### src/rtl/sfr_pkg.sv
`default_nettype none
// ----------------------------------------------------------------------------
// sfr_pkg
// Shared types and constants for the stream find-and-replace core.
// ----------------------------------------------------------------------------
package sfr_pkg;

   // byte slots in the 64-bit pattern and replacement registers
   localparam int BYTE_SLOTS          = 8;
   localparam int MAX_PATTERN_DEF     = 8;
   localparam int MAX_REPLACEMENT_DEF = 8;

   localparam int CSR_INDEX_W = 2;
   localparam int CSR_DATA_W  = 64;

   localparam logic [CSR_INDEX_W-1:0] CSR_PATTERN_BYTES      = 2'd0;
   localparam logic [CSR_INDEX_W-1:0] CSR_PATTERN_LENGTH     = 2'd1;
   localparam logic [CSR_INDEX_W-1:0] CSR_REPLACEMENT_BYTES  = 2'd2;
   localparam logic [CSR_INDEX_W-1:0] CSR_REPLACEMENT_LENGTH = 2'd3;

   typedef enum logic [2:0] {
      ST_IDLE,
      ST_EVAL,
      ST_DROP,
      ST_REPL,
      ST_BARE
   } sfr_state_type;

   // control from the sequencer into the window chain
   typedef struct packed {
      logic load;
      logic shift;
   } win_ctl_type;

   // status from the window chain back to the sequencer
   typedef struct packed {
      logic [7:0] head;
      logic       prefix;
      logic       shift_prefix;
   } win_status_type;

endpackage : sfr_pkg
`default_nettype wire

### src/rtl/sfr_cell.sv
`default_nettype none
// ----------------------------------------------------------------------------
// sfr_cell
// One window slot: holds a byte, loads a new one or takes its right neighbor's
// byte on a shift, and compares against its own and the previous pattern byte.
// ----------------------------------------------------------------------------
module sfr_cell (
   input  wire logic       clock,
   input  wire logic       load,
   input  wire logic       shift,
   input  wire logic [7:0] load_byte,
   input  wire logic [7:0] next_byte,
   input  wire logic [7:0] pat_cur,
   input  wire logic [7:0] pat_prev,
   output logic      [7:0] win_byte,
   output logic            match_cur,
   output logic            match_sh
);
   logic [7:0] win_ff;
   logic [7:0] win_in;

   always_comb begin
      win_in = win_ff;
      if (shift) begin
         win_in = next_byte;
      end else if (load) begin
         win_in = load_byte;
      end
   end

   always_ff @(posedge clock) begin
      win_ff <= win_in;
   end

   assign win_byte  = win_ff;
   assign match_cur = (win_ff == pat_cur);
   // compare as if the window had already moved one place to the left
   assign match_sh  = (win_ff == pat_prev);

endmodule : sfr_cell
`default_nettype wire

### src/rtl/sfr_window.sv
`default_nettype none
// ----------------------------------------------------------------------------
// sfr_window
// Row of window cells. Reports the head byte and whether the held bytes, as
// they are and after one shift, still form a prefix of the pattern.
// ----------------------------------------------------------------------------
module sfr_window #(
   parameter int DEPTH = sfr_pkg::MAX_PATTERN_DEF
) (
   input  wire logic                         clock,
   input  wire sfr_pkg::win_ctl_type         ctl,
   input  wire logic [$clog2(DEPTH+1)-1:0]   load_pos,
   input  wire logic [$clog2(DEPTH+1)-1:0]   count,
   input  wire logic [7:0]                   load_byte,
   input  wire logic [sfr_pkg::CSR_DATA_W-1:0] pattern,
   output sfr_pkg::win_status_type           status
);
   import sfr_pkg::*;

   localparam int CW = $clog2(DEPTH+1);

   logic [7:0]       win_byte [DEPTH];
   logic [DEPTH-1:0] match_cur;
   logic [DEPTH-1:0] match_sh;
   logic [DEPTH-1:0] in_win;
   logic [DEPTH-1:0] in_shift;

   for (genvar i = 0; i < DEPTH; i++) begin : g_cell
      logic [7:0] next_byte;
      logic [7:0] pat_prev;

      if (i == DEPTH-1) begin : g_tail
         assign next_byte = 8'h00;
      end else begin : g_body
         assign next_byte = win_byte[i+1];
      end

      if (i == 0) begin : g_first
         assign pat_prev    = pattern[7:0];
         assign in_shift[i] = 1'b0;
      end else begin : g_rest
         assign pat_prev    = pattern[8*(i-1) +: 8];
         assign in_shift[i] = (CW'(i) < count);
      end

      assign in_win[i] = (CW'(i) < count);

      sfr_cell u_cell (
         .clock     (clock),
         .load      (ctl.load && (load_pos == CW'(i))),
         .shift     (ctl.shift),
         .load_byte (load_byte),
         .next_byte (next_byte),
         .pat_cur   (pattern[8*i +: 8]),
         .pat_prev  (pat_prev),
         .win_byte  (win_byte[i]),
         .match_cur (match_cur[i]),
         .match_sh  (match_sh[i])
      );
   end

   assign status.head         = win_byte[0];
   assign status.prefix       = &(~in_win | match_cur);
   assign status.shift_prefix = &(~in_shift | match_sh);

endmodule : sfr_window
`default_nettype wire

### src/rtl/stream_find_replace_core.sv
`default_nettype none
// ----------------------------------------------------------------------------
// stream_find_replace_core
// Byte stream find-and-replace: every leftmost, non-overlapping occurrence of
// the pattern is replaced, bytes that cannot start a match pass through.
// ----------------------------------------------------------------------------
// order: a byte is taken in the idle state and classified in the eval state;
//   its result beats then go into the output register one by one as it frees
// flow: a new byte is taken only once the 0 to 8 result beats of the last one
//   have been put into the single-beat output register by the sequencer
// reset: window empty, all configuration registers zero (pass-through), no
//   beat pending on the result side
// ----------------------------------------------------------------------------
module stream_find_replace_core #(
   parameter int MAX_PATTERN     = sfr_pkg::MAX_PATTERN_DEF,
   parameter int MAX_REPLACEMENT = sfr_pkg::MAX_REPLACEMENT_DEF
) (
   input  wire logic                              clock,
   input  wire logic                              reset,
   // input stream
   input  wire logic                              req_tvalid,
   output logic                                   req_tready,
   input  wire logic [7:0]                        req_tdata,   // in_byte
   input  wire logic                              req_tlast,   // in_end
   // result stream
   output logic                                   rsp_tvalid,
   input  wire logic                              rsp_tready,
   output logic [7:0]                             rsp_tdata,   // out_byte
   output logic [1:0]                             rsp_tuser,   // has_byte, run_last
   output logic                                   rsp_tlast,   // string_end
   // configuration
   input  wire logic                              csr_valid,
   output logic                                   csr_ready,
   input  wire logic [sfr_pkg::CSR_INDEX_W-1:0]   csr_index,
   input  wire logic [sfr_pkg::CSR_DATA_W-1:0]    csr_data
);
   import sfr_pkg::*;

   localparam int WIN_DEPTH = (MAX_PATTERN < BYTE_SLOTS) ? MAX_PATTERN : BYTE_SLOTS;
   localparam int REP_DEPTH = (MAX_REPLACEMENT < BYTE_SLOTS) ? MAX_REPLACEMENT : BYTE_SLOTS;
   localparam int CW        = $clog2(WIN_DEPTH+1);
   localparam int RW        = $clog2(REP_DEPTH+1);

   sfr_state_type state_ff, state_in;

   logic [CSR_DATA_W-1:0] pattern_ff;
   logic [3:0]            plen_ff;
   logic [CSR_DATA_W-1:0] rep_ff;
   logic [3:0]            rlen_ff;

   logic [CW-1:0] count_ff, count_in;
   logic          last_ff, last_in;
   logic [RW-1:0] rep_idx_ff, rep_idx_in;

   logic       rsp_valid_ff, rsp_valid_in;
   logic [7:0] rsp_byte_ff, rsp_byte_in;
   logic       rsp_has_ff, rsp_has_in;
   logic       rsp_end_ff, rsp_end_in;
   logic       rsp_run_ff, rsp_run_in;

   logic [CW-1:0]  plen_eff;
   logic [RW-1:0]  rlen_eff;
   logic [CW-1:0]  load_pos;
   logic [7:0]     rep_byte;
   logic           accept;
   logic           csr_write;
   logic           out_free;
   logic           full_match;
   logic           need_drop;
   logic           drop_more;
   logic           rep_done;
   logic           emit;
   logic [7:0]     emit_byte;
   logic           emit_has;
   logic           emit_end;
   logic           emit_run;
   win_ctl_type    win_ctl;
   win_status_type win_status;

   assign plen_eff = (plen_ff > 4'(WIN_DEPTH)) ? CW'(WIN_DEPTH) : CW'(plen_ff);
   assign rlen_eff = (rlen_ff > 4'(REP_DEPTH)) ? RW'(REP_DEPTH) : RW'(rlen_ff);

   assign req_tready = (state_ff == ST_IDLE);
   assign accept     = req_tvalid && req_tready;
   assign csr_ready  = 1'b1;
   assign csr_write  = csr_valid && csr_ready;
   assign out_free   = !rsp_valid_ff || rsp_tready;

   // a stale count at or beyond the pattern length restarts the window
   assign load_pos = (count_ff >= plen_eff) ? '0 : count_ff;

   assign full_match = (plen_eff != '0) && (count_ff == plen_eff) && win_status.prefix;
   assign need_drop  = !((count_ff < plen_eff) && win_status.prefix) || last_ff;
   // at end of string the whole window drains through the drop path
   assign drop_more  = (count_ff > CW'(1)) && (last_ff || !win_status.shift_prefix);
   assign rep_done   = (rep_idx_ff == (rlen_eff - RW'(1)));

   always_comb begin
      rep_byte = 8'h00;
      for (int k = 0; k < REP_DEPTH; k++) begin
         if (rep_idx_ff == RW'(k)) begin
            rep_byte = rep_ff[8*k +: 8];
         end
      end
   end

   // next state
   always_comb begin
      state_in = state_ff;
      unique case (state_ff)
         ST_IDLE: begin
            if (accept) begin
               state_in = ST_EVAL;
            end
         end
         ST_EVAL: begin
            if (plen_eff == '0) begin
               state_in = ST_DROP;
            end else if (full_match) begin
               if (rlen_eff != '0) begin
                  state_in = ST_REPL;
               end else if (last_ff) begin
                  state_in = ST_BARE;
               end else begin
                  state_in = ST_IDLE;
               end
            end else if (need_drop) begin
               state_in = ST_DROP;
            end else begin
               state_in = ST_IDLE;
            end
         end
         ST_DROP: begin
            if (out_free && !drop_more) begin
               state_in = ST_IDLE;
            end
         end
         ST_REPL: begin
            if (out_free && rep_done) begin
               state_in = ST_IDLE;
            end
         end
         ST_BARE: begin
            if (out_free) begin
               state_in = ST_IDLE;
            end
         end
         default: state_in = ST_IDLE;
      endcase
   end

   // datapath control and result beats
   always_comb begin
      count_in      = count_ff;
      last_in       = last_ff;
      rep_idx_in    = rep_idx_ff;
      win_ctl.load  = 1'b0;
      win_ctl.shift = 1'b0;
      emit          = 1'b0;
      emit_byte     = 8'h00;
      emit_has      = 1'b1;
      emit_end      = 1'b0;
      emit_run      = 1'b0;
      unique case (state_ff)
         ST_IDLE: begin
            if (accept) begin
               win_ctl.load = 1'b1;
               count_in     = load_pos + CW'(1);
               last_in      = req_tlast;
            end
         end
         ST_EVAL: begin
            if ((plen_eff != '0) && full_match) begin
               count_in   = '0;
               rep_idx_in = '0;
            end
         end
         ST_DROP: begin
            if (out_free) begin
               emit          = 1'b1;
               emit_byte     = win_status.head;
               emit_run      = !drop_more;
               emit_end      = last_ff && !drop_more;
               win_ctl.shift = 1'b1;
               count_in      = count_ff - CW'(1);
            end
         end
         ST_REPL: begin
            if (out_free) begin
               emit       = 1'b1;
               emit_byte  = rep_byte;
               emit_run   = rep_done;
               emit_end   = last_ff && rep_done;
               rep_idx_in = rep_idx_ff + RW'(1);
            end
         end
         ST_BARE: begin
            if (out_free) begin
               emit     = 1'b1;
               emit_has = 1'b0;
               emit_run = 1'b1;
               emit_end = 1'b1;
            end
         end
         default: begin
         end
      endcase
      // a new pattern empties the window, held bytes are dropped
      if (csr_write && (csr_index inside {CSR_PATTERN_BYTES, CSR_PATTERN_LENGTH})) begin
         count_in = '0;
      end
   end

   always_comb begin
      rsp_valid_in = rsp_valid_ff;
      rsp_byte_in  = rsp_byte_ff;
      rsp_has_in   = rsp_has_ff;
      rsp_end_in   = rsp_end_ff;
      rsp_run_in   = rsp_run_ff;
      if (emit) begin
         rsp_valid_in = 1'b1;
         rsp_byte_in  = emit_byte;
         rsp_has_in   = emit_has;
         rsp_end_in   = emit_end;
         rsp_run_in   = emit_run;
      end else if (rsp_tready) begin
         rsp_valid_in = 1'b0;
      end
   end

   always_ff @(posedge clock) begin
      if (reset) begin
         state_ff     <= ST_IDLE;
         count_ff     <= '0;
         last_ff      <= 1'b0;
         rep_idx_ff   <= '0;
         rsp_valid_ff <= 1'b0;
         pattern_ff   <= '0;
         plen_ff      <= '0;
         rep_ff       <= '0;
         rlen_ff      <= '0;
      end else begin
         state_ff     <= state_in;
         count_ff     <= count_in;
         last_ff      <= last_in;
         rep_idx_ff   <= rep_idx_in;
         rsp_valid_ff <= rsp_valid_in;
         if (csr_write) begin
            unique case (csr_index)
               CSR_PATTERN_BYTES:      pattern_ff <= csr_data;
               CSR_PATTERN_LENGTH:     plen_ff    <= csr_data[3:0];
               CSR_REPLACEMENT_BYTES:  rep_ff     <= csr_data;
               CSR_REPLACEMENT_LENGTH: rlen_ff    <= csr_data[3:0];
               default: begin
               end
            endcase
         end
      end
   end

   always_ff @(posedge clock) begin
      rsp_byte_ff <= rsp_byte_in;
      rsp_has_ff  <= rsp_has_in;
      rsp_end_ff  <= rsp_end_in;
      rsp_run_ff  <= rsp_run_in;
   end

   sfr_window #(
      .DEPTH (WIN_DEPTH)
   ) u_window (
      .clock     (clock),
      .ctl       (win_ctl),
      .load_pos  (load_pos),
      .count     (count_ff),
      .load_byte (req_tdata),
      .pattern   (pattern_ff),
      .status    (win_status)
   );

   assign rsp_tvalid = rsp_valid_ff;
   assign rsp_tdata  = rsp_byte_ff;
   assign rsp_tuser  = {rsp_run_ff, rsp_has_ff};
   assign rsp_tlast  = rsp_end_ff;

   // the window never holds more than its depth
   a_count_bound: assert property (@(posedge clock) disable iff (reset)
      count_ff <= CW'(WIN_DEPTH))
      else $error("window count beyond depth");

   // the appended byte leaves the window nonempty unless a pattern write cleared it
   a_eval_nonempty: assert property (@(posedge clock) disable iff (reset)
      state_ff == ST_EVAL |-> count_ff != '0)
      else $error("empty window in classify step");

   // end of string closes the run of the byte that caused it
   a_end_closes_run: assert property (@(posedge clock) disable iff (reset)
      rsp_tvalid && rsp_tlast |-> rsp_tuser[1])
      else $error("string end without run end");

   // a bare marker only stands for an end of string
   a_bare_is_end: assert property (@(posedge clock) disable iff (reset)
      rsp_tvalid && !rsp_tuser[0] |-> rsp_tlast)
      else $error("bare marker not at string end");

   // the drop path leaves the window empty after the last beat of a string
   a_drain_on_end: assert property (@(posedge clock) disable iff (reset)
      emit && emit_end |=> count_ff == '0)
      else $error("window not drained at string end");

endmodule : stream_find_replace_core
`default_nettype wire

### config.mk
export PLATFORM = sky130hd
export DESIGN_NAME = stream_find_replace_core
export DESIGN_NICKNAME = d
export VERILOG_FILES = /design/src/rtl/sfr_pkg.sv /design/src/rtl/sfr_cell.sv /design/src/rtl/sfr_window.sv /design/src/rtl/stream_find_replace_core.sv
export SDC_FILE = /design/constraint.sdc
export NUM_CORES = 1
export LEC_CHECK = 0
export BUFFER_PORTS_ARGS = -buffer_cell sky130_fd_sc_hd__buf_4
export CAP_MARGIN = 20
export CORE_AREA = 2 2 172 157
export DETAILED_ROUTE_END_ITERATION = 6
export DIE_AREA = 0 0 174 159
export MAX_ROUTING_LAYER = met4
export PLACE_DENSITY = 0.7
export SYNTH_ARGS = -nofsm -noshare
export SYNTH_HDL_FRONTEND = slang
export SYNTH_SLANG_ARGS = --single-unit
### constraint.sdc
create_clock -name clock -period 7.9 [get_ports clock]
set_input_delay 0.79 -clock clock [delete_from_list [all_inputs] [get_ports clock]]
set_output_delay 0.79 -clock clock [all_outputs]
set_load 0.02 [all_outputs]
==> impl_metrics.tcl <==
set metrics [dict create \
    clock_latency_ns 0.53 \
    grt_pass1_vias 8717 \
    dpl-instance-area_um2 11600 \
    root_buffer "clkbuf_16" \
    top_layer "met4" \
    core-area_um2 25800 \
    first_iter_violations 990 \
    async_reset_ff_share_pct 0 \
    drv_slew 0 \
    cts_htree_levels 1 \
    place.gp.congestion 0.927 \
    nNetsFinal 1353 \
    grt_overflow_total 0 \
    synth_fa_ha_area_share_pct 1.86 \
    port_buffers 92 \
    dieWidth_um 174 \
    fin_crit_ns 3.02 \
    cts_resized 0 \
    postLayoutCellArea_um2 12400 \
    grt_setup_unrepaired "false" \
    holdBufCountCts 0 \
    yosys-mux-area-fraction_pct 1.21 \
    cp-start-kind "flop" \
    powerDensity_nw_per_um2 220 \
    met1_length_um 13700 \
    hold_viol 0 \
    grt.total_usage_pct 23.9 \
    r2r_start "count_ff[2]" \
    cts_setup_buffers 0 \
    avgViaCountPerCell 5.63 \
    slew_headroom_pct 28.9 \
    layout_common_cells "nand2_1 (284), dfxtp_1 (157), a21oi_1 (155)" \
    synth_xor_xnor_area_share_pct 10.2 \
    worstReg2RegEnd "count_ff[2]" \
    ys_warn_count 0 \
    syn-num-nets 1304 \
    fmax_mhz 331 \
    status "finished clean" \
    arrival_ns 3.47 \
    vdd_drop_max_uv 137 \
    n_antenna_cell 0 \
    rows 56 \
    layout_commonest_cell "nand2_1" \
    grt_pass1_wl_um 50300 \
    wl_met2_um 14600 \
    route.detailed.drc 0 \
    ys_types 63 \
    required_ns 8.35 \
    syn_area_um2 10800 \
    worstHoldPathCells 2 \
    final_cells 1624 \
    synth_ff_type "dfxtp_1" \
    clockBufferDepth 3 \
    met3_length_um 3130 \
    die_h_um 159 \
    tightestPinTransition_ns 1.04 \
    grt_max_degree 75 \
    cts_tree "yes" \
    cts_sinks 224 \
    wl_um 32500 \
    area_growth_syn_to_layout_pct 15.5 \
    rr_worst_depth 11 \
    setup_viol 0 \
    path_class "reg -> reg" \
    fin_skew_ns 0.0137 \
    netlist_instances 1208 \
    clk_pin_slew_worst_paths_ns 0.06 \
    hold_path_end "rep_ff[1]" \
    synth_area_per_cell_um2 8.91 \
    hold_class "reg -> reg" \
    wire_per_inst_um 20.0 \
    start_util_pct 41.7 \
    worstPathMaxFanout 13 \
    finalPower_mw 2.74 \
    synth_compound_area_share_pct 16.9 \
    r2r_slack_ns 4.88 \
    drive_above_1_share_pct 12.0 \
    hold_start "rep_ff[1]" \
    power_leakage_nw 4.77 \
    vias 9142 \
    antenna_found_initial 0 \
    numCtsBuffers 25 \
    synth-edff-count 67 \
    synthSimpleGateAreaFrac_pct 18.3 \
    ys_seq_area_share_pct 47.9 \
    dr.pass1.iters 6 \
    max_cap_viol_count 0 \
    dp_hpwl_um 23800 \
    postRouteAntennaNets 0 \
    finalCritPeriodShare_pct 38.2 \
    setup_tns_ns 0 \
    die_area_um2 27700 \
    holdWs_ns 0.460 \
    ys_ff_latch 224 \
    dp.cells 1578 \
    cp-end-kind "flop" \
    synth_top_family_by_area "simple AND/OR/NAND/NOR gates" \
    pin_count 94 \
]
routing by layer:
layer	up-vias	GRT usage, %
li1	4277	-
met1	4381	31.8
met2	407	36.0
met3	77	5.54
met4	0	7.56
met5	-	-
worst max-delay path, stage by stage (launching register included):
cell and delay (ns):
dfxtp_1 0.63, ha_1 0.25, nand4_1 0.15, nand2b_1 0.29
nor2_1 0.16, nand2_1 0.15, inv_1 0.08, ha_1 0.31
or4_1 0.57, o21ai_0 0.09, a211oi_1 0.09, a21oi_1 0.17
synthesized netlist by cell type (18+ instances only):
library cell / instances / area share [%]
xor2_1: 44 / 3.6
a21oi_1: 155 / 7.2
edfxtp_1: 67 / 19
clkbuf_1: 56 / 2.0
xnor2_1: 81 / 6.6
dfxtp_1: 157 / 29
nand4_1: 24 / 1.4
a21o_1: 64 / 4.5
o21ai_0: 18 / 0.84
nand2_1: 284 / 9.9
inv_1: 18 / 0.63
nor2_1: 48 / 1.7
worst max-delay path by stage:
stage                 from                               endpoint  slack, ns
6_report       count_ff[2]                            count_ff[2]       4.88
2_1_floorplan   plen_ff[3]                            count_ff[2]       5.36
3_3_place_gp    rsp_tready  u_window.g_cell[6].u_cell.win_byte[7]       4.93
4_1_cts         plen_ff[3]                            count_ff[2]       4.95
3_5_place_dp    rsp_tready  u_window.g_cell[3].u_cell.win_byte[2]       4.88
5_1_grt        count_ff[3]                            count_ff[2]       4.72
cell families after synthesis:
logic type / after synthesis
compound gates: 292
fa+ha+maj: 16
simple gates: 442
mux: 13
other cells: 1
buf+inv: 95
flops: 224
xor+xnor: 125
final cells by class:
type	instances	area (um2)
clock buffer	33	687
multi-input combinational	889	5240
fill	2477	13400
inverter	18	67.6
clock inverter	13	97.6
timing repair buffer	99	743
tap	348	435
sequential	224	5150
stage by stage:
step / utilization, % / setup WS [ns]
finish: 48.2 / 4.88
global route: 48.2 / 4.72
CTS: 48.2 / 4.95
detailed placement: 45.2 / 4.88
global placement: 45.2 / 4.93
floorplan: - / 5.36
power breakdown:
part,internal (mW),total [mW],switching (mW)
clock network,0.646,1.13,0.480
registers,1.25,1.31,0.0619
logic,0.127,0.307,0.180
registers in the layout, indices dropped and copies added (netlist names):
register                         count
pattern_ff                          64
rep_ff                              64
u_window.g_cell.u_cell.win_byte     64
rsp_tdata                            8
count_ff                             4
plen_ff                              4
rep_idx_ff                           4
rlen_ff                              4
state_ff                             3
last_ff                              1
rsp_has_ff                           1
rsp_run_ff                           1
rsp_tlast                            1
rsp_tvalid                           1
(Power assumes the default switching activity.)
